`config.mk`:
```
export PLATFORM = sky130hd
export DESIGN_NAME = r2fft_front
export DESIGN_NICKNAME = d
export VERILOG_FILES = /design/src/rtl/r2fft_pkg.sv /design/src/rtl/r2fft_front.sv
export SDC_FILE = /design/constraint.sdc
export NUM_CORES = 1
export LEC_CHECK = 0
export BUFFER_PORTS_ARGS = -buffer_cell sky130_fd_sc_hd__buf_2
export CAP_MARGIN = 20
export CORE_ASPECT_RATIO = 1.1
export CORE_UTILIZATION = 30
export CTS_BUF_LIST = sky130_fd_sc_hd__clkbuf_4 sky130_fd_sc_hd__clkbuf_8 sky130_fd_sc_hd__clkbuf_16
export CTS_CLUSTER_DIAMETER = 80
export DETAILED_ROUTE_END_ITERATION = 10
export SYNTH_ARGS = -nofsm -noshare
export SYNTH_HDL_FRONTEND = slang
export SYNTH_SLANG_ARGS = --single-unit
```
`constraint.sdc`:
```
create_clock -name clk -period 3.2 [get_ports clk]
set_clock_uncertainty 0.2 [all_clocks]
set_input_delay 0.64 -clock clk [delete_from_list [all_inputs] [get_ports clk]]
set_output_delay 0.64 -clock clk [all_outputs]
set_load 0.03 [all_outputs]
```
`src/rtl/r2fft_pkg.sv`:
```
package r2fft_pkg;

  typedef struct packed {
    logic signed [15:0] sample_re;
    logic signed [15:0] sample_im;
  } in_item_t;

  typedef struct packed {
    logic signed [23:0] bin_re;
    logic signed [23:0] bin_im;
    logic [5:0]         bin_index;
    logic               last_bin;
  } out_item_t;

  localparam int DW = 24;
  localparam int TWW = 17;
  localparam logic signed [23:0] SAT_MAX = 24'sh7FFFFF;
  localparam logic signed [23:0] SAT_MIN = -24'sh800000;

  typedef enum logic [2:0] {
    ST_LOAD,
    ST_RD,
    ST_MUL,
    ST_WR,
    ST_OUT,
    ST_OUTW
  } eng_state_t;

  // Saturate a wide signed value to 24 bits.
  function automatic logic signed [23:0] sat24(input logic signed [27:0] x);
    logic signed [23:0] r;
    if (x > 28'sd8388607) r = SAT_MAX;
    else if (x < -28'sd8388608) r = SAT_MIN;
    else r = x[23:0];
    return r;
  endfunction

  // Twiddle for angle 2*pi*t/n in Q15, computed once at elaboration.
  function automatic logic signed [TWW-1:0] tw_val(input int t, input int lg,
                                                   input bit want_sin);
    longint rc [32];
    longint rs [32];
    longint v, r, bitv, c, s, cr, ci, nr, ni, q;
    longint num, rem;
    int m, b, k, i;
    for (m = 0; m < 32; m++) begin
      rc[m] = 0;
      rs[m] = 0;
    end
    rs[1] = 64'sd1 << 30;
    for (m = 2; m < lg && m < 32; m++) begin
      v = ((64'sd1 << 30) + rc[m-1]) << 29;
      r = 0;
      bitv = 64'sd1 << 62;
      while (bitv > v) bitv = bitv >>> 2;
      while (bitv != 0) begin
        if (v >= r + bitv) begin
          v = v - (r + bitv);
          r = (r >>> 1) + bitv;
        end else begin
          r = r >>> 1;
        end
        bitv = bitv >>> 2;
      end
      c = (r == 0) ? 64'sd1 : r;
      // rounded quotient by restoring division
      num = (rs[m-1] << 29) + (c >>> 1);
      rem = 0;
      s = 0;
      for (i = 62; i >= 0; i--) begin
        rem = (rem << 1) | ((num >>> i) & 64'sd1);
        if (rem >= c) begin
          rem = rem - c;
          s = s | (64'sd1 << i);
        end
      end
      rc[m] = c;
      rs[m] = s;
    end
    cr = 64'sd1 << 30;
    ci = 0;
    for (b = 0; b + 1 < lg; b++) begin
      if (((t >> b) & 1) != 0) begin
        k = lg - 1 - b;
        nr = (cr * rc[k] - ci * rs[k] + (64'sd1 << 29)) >>> 30;
        ni = (cr * rs[k] + ci * rc[k] + (64'sd1 << 29)) >>> 30;
        cr = nr;
        ci = ni;
      end
    end
    q = want_sin ? ci : cr;
    q = (q + (64'sd1 << 14)) >>> 15;
    return q[TWW-1:0];
  endfunction

endpackage

```
`src/rtl/r2fft_front.sv`:
```
module r2fft_front #(
  parameter int POINTS = 64,
  parameter int AW = $clog2(POINTS)
) (
  input  logic                 clk,
  input  logic                 rst_n,
  input  logic                 in_valid,
  output logic                 in_ready,
  input  r2fft_pkg::in_item_t  in_data,
  input  logic                 q_ready,
  output logic                 q_valid,
  output r2fft_pkg::in_item_t  q_data,
  output logic [AW-1:0]        q_addr,
  output logic                 q_last
);

  // Two-entry queue of samples tagged with their bit-reversed address.
  logic [AW:0] cnt_r, cnt_nxt;
  r2fft_pkg::in_item_t d_r [2];
  logic [AW-1:0] a_r [2];
  logic l_r [2];
  logic [1:0] fill_r;
  logic wp_r, rp_r;
  logic push, pop;
  logic [AW-1:0] rev;

  always_comb begin
    for (int i = 0; i < AW; i++) rev[i] = cnt_r[AW-1-i];
  end

  assign in_ready = (fill_r != 2'd2);
  assign push = in_valid && in_ready;
  assign q_valid = (fill_r != 2'd0);
  assign pop = q_valid && q_ready;
  assign q_data = d_r[rp_r];
  assign q_addr = a_r[rp_r];
  assign q_last = l_r[rp_r];

  always_comb begin
    cnt_nxt = cnt_r;
    if (push) cnt_nxt = (cnt_r == (AW+1)'(POINTS - 1)) ? '0 : cnt_r + 1'b1;
  end

  always_ff @(posedge clk) begin
    if (!rst_n) begin
      cnt_r <= '0;
      fill_r <= '0;
      wp_r <= 1'b0;
      rp_r <= 1'b0;
    end else begin
      cnt_r <= cnt_nxt;
      if (push) wp_r <= ~wp_r;
      if (pop) rp_r <= ~rp_r;
      fill_r <= fill_r + {1'b0, push} - {1'b0, pop};
    end
  end

  always_ff @(posedge clk) begin
    if (push) begin
      d_r[wp_r] <= in_data;
      a_r[wp_r] <= rev;
      l_r[wp_r] <= (cnt_r == (AW+1)'(POINTS - 1));
    end
  end

endmodule

```
# Word level (Yosys, flattened, before mapping)
# Memory sizes are Yosys's and may differ from the RTL's. A register that Yosys moved wholly into a read port is not among the register bits.
# Index checks and enable logic that the tools add are counted.
# word_totals
reg_bits,11
mem_bits_rw,78
output_inout_bits,41
memories,3
# classes
bitwise_logic,2
reduce_logical,3
n_addsub,3
muxes,9
n_eq_ne,2
# memory_table
memory,words,word_bits,rd,rd_ports_with_merged_regs,write_ports,line,rtl
d_r,2,32,1,1,1,r2fft_front.sv:19,r2fft_pkg::in_item_t d_r [2];
a_r,2,6,1,1,1,r2fft_front.sv:20,logic [AW-1:0] a_r [2];
l_r,2,1,1,1,1,r2fft_front.sv:21,logic l_r [2];
# ops
operator,n
1-bit 2-to-1 mux,8
7-bit by 1-bit adder with 7-bit output (second input constant),1
7-bit by 6-bit equality test with 1-bit output (second input constant),1
7-bit 2-to-1 mux,1
2-bit by 1-bit adder with 2-bit output,1
1-bit logical AND,2
2-bit inequality test (second input constant),1
1-bit inverter,2
2-bit nonzero test,1
2-bit by 1-bit subtractor with 2-bit output,1

# Longest topological paths before layout
# Gate-level depths: netlist of run 1.
# logic_depth
ltp_word,4
mapped_depth,7
mapped_depth_nobuf,6

# Least setup slack after synthesis of run 1
# Ideal clock, no wire load.
# synth_timing
path_type,in2reg
startpoint,in in_valid
endpoint,"mem a_r[0][0] (netlist name), enable pin"
slack_ns,0.108
arrival_time_ns,2.456
stages,3
setup_time_ns,0.435
path_cell_list,buf_12 > nand2_4 > nor2_1
# synth_between
elab_chain_cells,3
# synth_lines
item,line,rtl
from (decl),r2fft_front.sv:7,"input logic in_valid,"
1-bit logical AND,r2fft_front.sv:32,assign push = in_valid && in_ready;
1-bit 2-to-1 mux,r2fft_front.sv:59,if (push) begin
1-bit 2-to-1 mux (implied by the code),r2fft_front.sv:61,a_r[wp_r] <= rev;
to (decl),r2fft_front.sv:20,
# No other way between the ends.

==> qor.csv, run 1 <==
stage,metric,value,unit
cells_and_area,n_diodes,0,
hold_path,Worst Hold End,cnt_r[6],
synth,largest family of logic cells by synthesized area,multiplexers,
timing,"Setup violations, final",0,
critical_path,startpoint types,flip-flop,
clocking,CTS Sinks,90,
critical_path,Critical R2R Capture,d_r[1][2],
floorplanning,die area,11700,sq um
routing,DRT iter0 DRCs,62,
placed_design,# placed instances,404,
cells_and_area,register area,2580,sq um
global_routing,initial antenna violation count,0,
clocking,Clock Latency Late Sink,0.33,ns
synth,multiplexer share of the synthesized area,13.0,%
cells_and_area,Fillers,1041,
routing,WL per Instance,14.0,um
global_routing,largest net degree at the start of global routing,40,
pwr,P per Cell Area,832,nW/um^2
synth,Post-Syn Area,3380,sq um
synth,synthesized flop and latch total,90,
floorplanning,Ports,77,
synth,Mapped Cells,183,
critical_path,WS Path Type,flip-flop to output pin,
floorplanning,Starting Density,30.9,%
global_routing,GRT Util Overall,10.7,%
timing,Tightest Pin Transition,0.601,ns
floorplanning,DIE WIDTH,103,um
timing,final setup TNS,0,ns
critical_path,r2r startpoint,fill_r[0],
global_routing,first-pass GRT wire length,9.11,mm
hold_path,hold depth,1,
timing,endpoints failing hold,0,
floorplanning,Die Height,113,um
clocking,TritonCTS clock tree,done,
global_routing,remaining global-route overflow,0,
synth,"Avg Cell Area, Syn",18.5,sq um
hold_path,hold path start,cnt_r[6],
synth,main area contributors after synthesis,"edfxtp_1 69%, mux2_2 13%, dfxtp_1 7.1%",
placed_design,number of port buffers,76,
placed_design,dpl hpwl,3.78,mm
pwr,maximum vdd ir drop,0.308,mV
critical_path,WP data arrival,1.88,ns
cells_and_area,share of layout cells above drive strength 1,52.0,%
cells_and_area,area of the multi-input gates,749,sq um
synth,post-synthesis xor/xnor area fraction,1.55,%
synth,sequential area share after synthesis,76.3,%
synth,leading area contributor after synthesis,edfxtp_1,
placed_design,Placer Congestion,0.655,
critical_path,CP Data Required Time,2.36,ns
cells_and_area,Final Util,38.5,%
timing,RSZ-0062 raised after global routing,no,
synth,Mapped Nets,221,
routing,final antenna-violating net count,0,
run,number of max-cap violations,0,
timing,fin. max-slew vios,0,
clocking,post-CTS sizing,0,
clocking,Post-CTS Setup Inserts,0,
clocking,H-tree depth,3,
synth,unique cell type count in the Yosys netlist,30,
routing,Routed WL,5.87,mm
global_routing,vias in the first global route,1855,
floorplanning,total core area,11000,sq um
timing,Slew Limit Headroom,60.0,%
floorplanning,num rows,40,
synth,Synth Area in Compound Gates,1.85,%
clocking,CTS Buf Count,9,
critical_path,worst r2r path cells,3,
clocking,Max clock buf depth,2,
timing,fmax,368,MHz
clocking,clk root buf,clkbuf_16,
routing,first-pass iteration count of the detailed router,4,
clocking,CTS Hold Bufs,0,
hold_path,class of the worst hold path,flip-flop to flip-flop,
pwr,Lkg Pwr,1.56,nW
synth,adder-cell share of the synthesized area,0.740,%
critical_path,CP Max Fanout,23,
timing,crit path time final,2.72,ns
synth,Simple-Gate Fraction of Synth Area,4.81,%
cells_and_area,Synth-to-Final Area Change,24.7,%
cells_and_area,nets,306,
run_status,run status,"complete, no violations",
synth,Synth top area share,69.2,%
cells_and_area,"non-filler cells, final",420,
synth,synth warn,0,
routing,via count,1808,
routing,Via-to-Cell Ratio,4.30,
routing,# DRC,0,
critical_path,"setup slack, reg-to-reg",1.10,ns
timing,final period utilization,84.9,%
critical_path,crit end category,output pin,
clocking,clk slew on worst S/H paths,0.06,ns
## report_power, final
part	total [mW]	switching, mW	internal, mW	leakage, nW
clock network	0.948	0.390	0.558	0.137
registers	1.57	0.0922	1.47	0.833
logic	0.996	0.634	0.362	0.592
total	3.51	1.12	2.39	1.56
## layout by cell type (no fill, tap or decap), types with 3 or more instances in the layout
cell type	count
nor2_1	7
mux2_2	39
nand2_1	6
xor2_1	6
clkbuf_16	9
clkbuf_4	4
edfxtp_1	78
buf_4	3
dfxtp_1	11
buf_2	76
## through the flow
stage	power [mW]	instance area, sq um	hold WS, ns	worst slack [ns]
2_1_floorplan	2.32	3380	0.239	0.108
3_3_place_gp	2.60	3950	0.243	0.813
3_5_place_dp	2.61	3950	0.248	0.780
4_1_cts	3.57	4220	0.256	0.433
5_1_grt	3.69	4220	0.267	0.352
6_report	3.51	4220	0.253	0.484
## Yosys cell counts
master	count
nand3_1	2
nor2_1	8
or2_2	1
or3_1	2
nand2_1	6
a21oi_1	2
and3_2	1
nand2_4	1
and3_1	1
nand3b_1	1
ha_1	2
xor2_1	6
a31oi_1	2
nand2b_1	1
nand4_1	2
nor4_2	1
buf_6	1
and2_1	2
nor3_1	1
edfxtp_1	78
dfxtp_1	12
buf_12	1
a21bo_2	1
mux2_2	39
a32oi_1	1
inv_1	1
o311a_1	1
clkinv_1	1
buf_2	4
o2111a_1	1
## logic make-up (layout without fill, tap and decap cells)
| logic type | Yosys count | after routing |
|---|---|---|
| simple gates | 30 | 30 |
| mux | 39 | 39 |
| flops | 90 | 90 |
| xor+xnor | 6 | 6 |
| compound gates | 8 | 8 |
| fa+ha+maj | 2 | 2 |
| buf+inv | 8 | 98 |
## state kept, by name, indices dropped and copies added, names as in the netlist, named ones only
register	count
a_r	12
cnt_r	7
d_r	64
fill_r	2
l_r	2
rp_r	1
wp_r	1
## critical path: stages (launching register included)
cell	delay, ns
dfxtp_2	0.72
buf_4	0.30
mux2_2	0.35
buf_2	0.18
## layer usage
| layer | global-route usage (%) | vias up | wire [um] |
|---|---|---|---|
| li1 | - | 873 | - |
| met1 | 13.0 | 872 | 2590 |
| met2 | 17.0 | 54 | 2840 |
| met3 | 3.13 | 9 | 317 |
| met4 | 6.01 | 0 | 120 |
| met5 | 0 | - | 0 |
## worst max path at each step
stage / cells past startpoint / from / slack (ns) / to
3_3_place_gp: 3 / flip-flop / 0.81 / q_data[15]
5_1_grt: 3 / flip-flop / 0.35 / q_data[6]
6_report: 3 / flip-flop / 0.48 / q_data[6]
4_1_cts: 3 / flip-flop / 0.43 / q_data[4]
3_5_place_dp: 3 / flip-flop / 0.78 / q_data[6]
2_1_floorplan: 3 / in_valid / 0.11 / a_r[0][0]
## area by class of cell
class / count / share of cell area [%]
clock buffers: 13 / 6.05
clock inverters: 3 / 0.415
inverters: 2 / 0.178
multi-input cells: 85 / 17.8
flip-flops and latches: 90 / 61.2
well taps: 147 / 4.36
repair buffers: 80 / 10.0
Note: power is estimated with default switching activity, not from simulation.
==> inputs of run 2 (changes only) <==
ABC_AREA = 1   (was not set)
clock period = 2.8 ns   (was 3.2 ns; I/O delays follow)
==> run 2 against run 1 <==
  * Hold slack worse by 0.041 ns
  * Sequential power up 15%
  * Power grew 23%
  * Sequential share of layout area down 2.0 points
  * Critical path type unchanged
  * Largest cell class unchanged
==> qor.csv, run 2 <==
stage,metric,value,unit,change
synth,leading area contributor after synthesis,edfxtp_1,,unchanged
placed_design,dpl hpwl,4.03,mm,was 3.78 mm
routing,first-pass iteration count of the detailed router,4,,unchanged
synth,Post-Syn Area,3480,sq um,was 3380 sq um
run_status,run status,"complete, no violations",,unchanged
cells_and_area,max reg flops,64,,unchanged
synth,Mapped Nets,241,,was 221
routing,DRT iter0 DRCs,71,,was 62
cells_and_area,Fillers,1066,,was 1041
clocking,Max clock buf depth,2,,unchanged
timing,RSZ-0062 raised after global routing,no,,unchanged
global_routing,GRT Util Overall,10.9,%,was 10.7%
clocking,Clock Latency Late Sink,0.34,ns,was 0.33 ns
clocking,CTS Sinks,90,,unchanged
pwr,Comb pwr share,31.6,%,was 28.4%
synth,Synth top area share,67.3,%,was 69.2%
floorplanning,num rows,40,,unchanged
critical_path,startpoint types,flip-flop,,unchanged
synth,multiplexer share of the synthesized area,13.7,%,was 13.0%
critical_path,WS Path Type,flip-flop to output pin,,unchanged
floorplanning,Starting Density,31.3,%,was 30.9%
hold_path,hold path start,in_data[8],,was cnt_r[6]
synth,async set-reset flop share out of synthesis,0,%,unchanged
hold_path,Worst Hold End,d_r[0][8],,was cnt_r[6]
synth,adder-cell share of the synthesized area,0.719,%,was 0.740%
timing,fmax,389,MHz,
synth,synthesized flop and latch total,90,,unchanged
clocking,clk root buf,clkbuf_16,,unchanged
hold_path,hold depth,1,,unchanged
routing,via count,1890,,was 1808
clocking,CTS Buf Count,9,,unchanged
cells_and_area,"commonest cells after routing, fill and taps aside","78 x edfxtp_1, 76 x buf_2, 29 x mux2_2, 17 x nand2_1, 13 x inv_1",,"was 78 x edfxtp_1, 76 x buf_2, 39 x mux2_2, 11 x dfxtp_1, 9 x clkbuf_16"
synth,Synth Area in Compound Gates,1.69,%,was 1.85%
timing,Slew Limit Headroom,69.0,%,was 60.0%
timing,crit path time final,2.57,ns,
timing,final setup TNS,0,ns,unchanged
clocking,Post-CTS Setup Inserts,0,,unchanged
synth,sequential area share after synthesis,74.2,%,was 76.3%
run,number of max-cap violations,0,,unchanged
synth,Simple-Gate Fraction of Synth Area,5.86,%,was 4.81%
synth,main area contributors after synthesis,"edfxtp_1 67%, mux2_2 9.4%, dfxtp_1 6.9%",,"was edfxtp_1 69%, mux2_2 13%, dfxtp_1 7.1%"
cells_and_area,Biggest register,d_r,,unchanged
clocking,TritonCTS clock tree,done,,unchanged
critical_path,worst r2r path cells,5,,was 3
synth,most numerous cell in the Yosys netlist,edfxtp_1,,unchanged
pwr,Reg power frac,42.0,%,was 44.6%
routing,# DRC,0,,unchanged
floorplanning,DIE WIDTH,105,um,was 103 um
hold_path,class of the worst hold path,primary input to flip-flop,,was flip-flop to flip-flop
synth,number of enable flip-flop cells after synthesis,78,,unchanged
clocking,CTS Hold Bufs,0,,unchanged
synth,Post-synth top cells,"78 x edfxtp_1, 29 x mux2_2, 17 x nand2_1",,"was 78 x edfxtp_1, 39 x mux2_2, 12 x dfxtp_1"
cells_and_area,nets,328,,was 306
timing,final period utilization,91.8,%,
global_routing,first-pass GRT wire length,9.70,mm,was 9.11 mm
pwr,maximum vdd ir drop,0.462,mV,was 0.308 mV
critical_path,Critical R2R Capture,d_r[1][26],,was d_r[1][2]
synth,Mapped Cells,203,,was 183
floorplanning,Die Height,115,um,was 113 um
timing,Tightest Pin Transition,0.465,ns,was 0.601 ns
critical_path,r2r startpoint,fill_r[0],,unchanged
pwr,Tot Pwr,4.31,mW,was 3.51 mW
cells_and_area,largest registers,"d_r x64, a_r x12, cnt_r x7",,unchanged
global_routing,largest net degree at the start of global routing,40,,unchanged
pwr,Lkg Pwr,1.67,nW,was 1.56 nW
timing,"Setup violations, final",0,,unchanged
routing,Routed WL,6.10,mm,was 5.87 mm
critical_path,CP Data Required Time,2.04,ns,was 2.36 ns
clocking,clk slew on worst S/H paths,0.06,ns,about the same
global_routing,initial antenna violation count,0,,unchanged
pwr,Clock power frac,26.3,%,was 27.0%
floorplanning,total core area,11100,sq um,was 11000 sq um
clocking,H-tree depth,3,,unchanged
global_routing,remaining global-route overflow,0,,unchanged
synth,post-synthesis xor/xnor area fraction,1.22,%,was 1.55%
synth,unique cell type count in the Yosys netlist,26,,was 30
routing,WL per Instance,13.8,um,was 14.0 um
timing,fin. max-slew vios,0,,unchanged
pwr,P per Cell Area,988,nW/um^2,was 832 nW/um^2
pwr,Power Internal,2.90,mW,was 2.39 mW
global_routing,vias in the first global route,1974,,was 1855
floorplanning,Ports,77,,unchanged
synth,largest family of logic cells by synthesized area,multiplexers,,unchanged
routing,final antenna-violating net count,0,,unchanged
cells_and_area,share of layout cells above drive strength 1,50.0,%,was 52.0%
cells_and_area,"leading cell type in the layout, fill and taps excluded",edfxtp_1,,unchanged
cells_and_area,Synth-to-Final Area Change,25.4,%,was 24.7%
placed_design,number of port buffers,76,,unchanged
pwr,Sw Ratio,32.7,%,was 31.8%
placed_design,Placer Congestion,0.755,,was 0.655
cells_and_area,n_diodes,0,,unchanged
critical_path,crit end category,output pin,,unchanged
pwr,Sw Pwr,1.41,mW,was 1.12 mW
critical_path,WP data arrival,1.81,ns,was 1.88 ns
timing,endpoints failing hold,0,,unchanged
synth,top_reg_cell synth,edfxtp_1,,unchanged
critical_path,"setup slack, reg-to-reg",1.06,ns,was 1.10 ns
critical_path,CP Max Fanout,18,,was 23
clocking,post-CTS sizing,0,,unchanged
routing,Via-to-Cell Ratio,4.29,,was 4.30
floorplanning,die area,12000,sq um,was 11700 sq um
synth,synth warn,0,,unchanged
synth,"Avg Cell Area, Syn",17.1,sq um,was 18.5 sq um
==> run 2: cell count changes after synthesis, moves of 2 or more <==
cell	change
a31oi_1	-2
and2_1	-2
buf_2	-2
inv_1	+12
mux2_2	-10
mux2_4	+10
nand2_1	+11
nor2_1	+4
nor2_2	+4
o21ai_0	+2
or3_1	-2
xor2_1	-4
==> run 2: metal layers <==
layer / GRT usage [%] / up-vias / wire length (um)
met1: 11.4 / 916 / 2390
met2: 19.6 / 50 / 3300
met3: 4.14 / 9 / 324
li1: - / 915 / -
met4: 4.79 / 0 / 86
met5: 0 / - / 0
==> run 2: cell type report <==
class / instances / area [sq um] / share of cell area (%)
well taps: 147 / 184 / 4.22
multi-input cells: 95 / 822 / 18.9
repair buffers: 81 / 443 / 10.2
inverters: 13 / 48.8 / 1.12
clock inverters: 5 / 46.3 / 1.06
clock buffers: 10 / 233 / 5.34
flip-flops and latches: 90 / 2580 / 59.3
==> run 2: power by group through the flow <==
stage | combinational (mW) | clock [mW] | sequential, mW
4_1_cts | 1.39 | 1.17 | 1.82
6_report | 1.36 | 1.13 | 1.81
3_3_place_gp | 1.37 | 0 | 1.84
2_1_floorplan | 1.06 | 0 | 1.79
3_5_place_dp | 1.38 | 0 | 1.85
5_1_grt | 1.45 | 1.21 | 1.84
==> run 2: logic make-up (layout without fill, tap and decap cells) <==
kind of cell,after synthesis,in the layout
XOR/XNOR,4,4
buffers and inverters,18,109
multiplexers,39,39
flip-flops,90,90
adder cells (fa/ha/maj),2,2
AND/OR/NAND/NOR,42,42
AO/OA/AOI/OAI,8,8
==> run 2: worst max-delay path by stage <==
stage / startpoint / end / slack, ns / cells after the start
final: flip-flop / q_data[11] / 0.23 / 3
after global routing: flip-flop / q_data[11] / 0.12 / 3
after CTS: flip-flop / q_data[11] / 0.16 / 3
after detailed placement: flip-flop / q_data[11] / 0.54 / 3
after global placement: flip-flop / q_data[11] / 0.54 / 3
after floorplan: in_valid / a_r[1][0] / 0.27 / 4
==> run 2: through the flow <==
| stage | instance area (sq um) | utilization [%] | cells | setup slack (ns) | hold WS, ns |
|---|---|---|---|---|---|
| detailed placement | 4080 | 36.7 | 426 | 0.536 | 0.230 |
| global placement | 4080 | 36.7 | 426 | 0.538 | 0.228 |
| CTS | 4360 | 39.2 | 441 | 0.163 | 0.197 |
| global route | 4360 | 39.2 | 441 | 0.122 | 0.200 |
| floorplan | 3480 | - | 203 | 0.269 | 0.212 |
| finish | 4360 | 39.2 | 441 | 0.231 | 0.212 |
==> run 2: critical path, stage by stage (launching register included) <==
cell	delay, ns
dfxtp_2	0.62
buf_4	0.31
mux2_2	0.36
buf_2	0.18
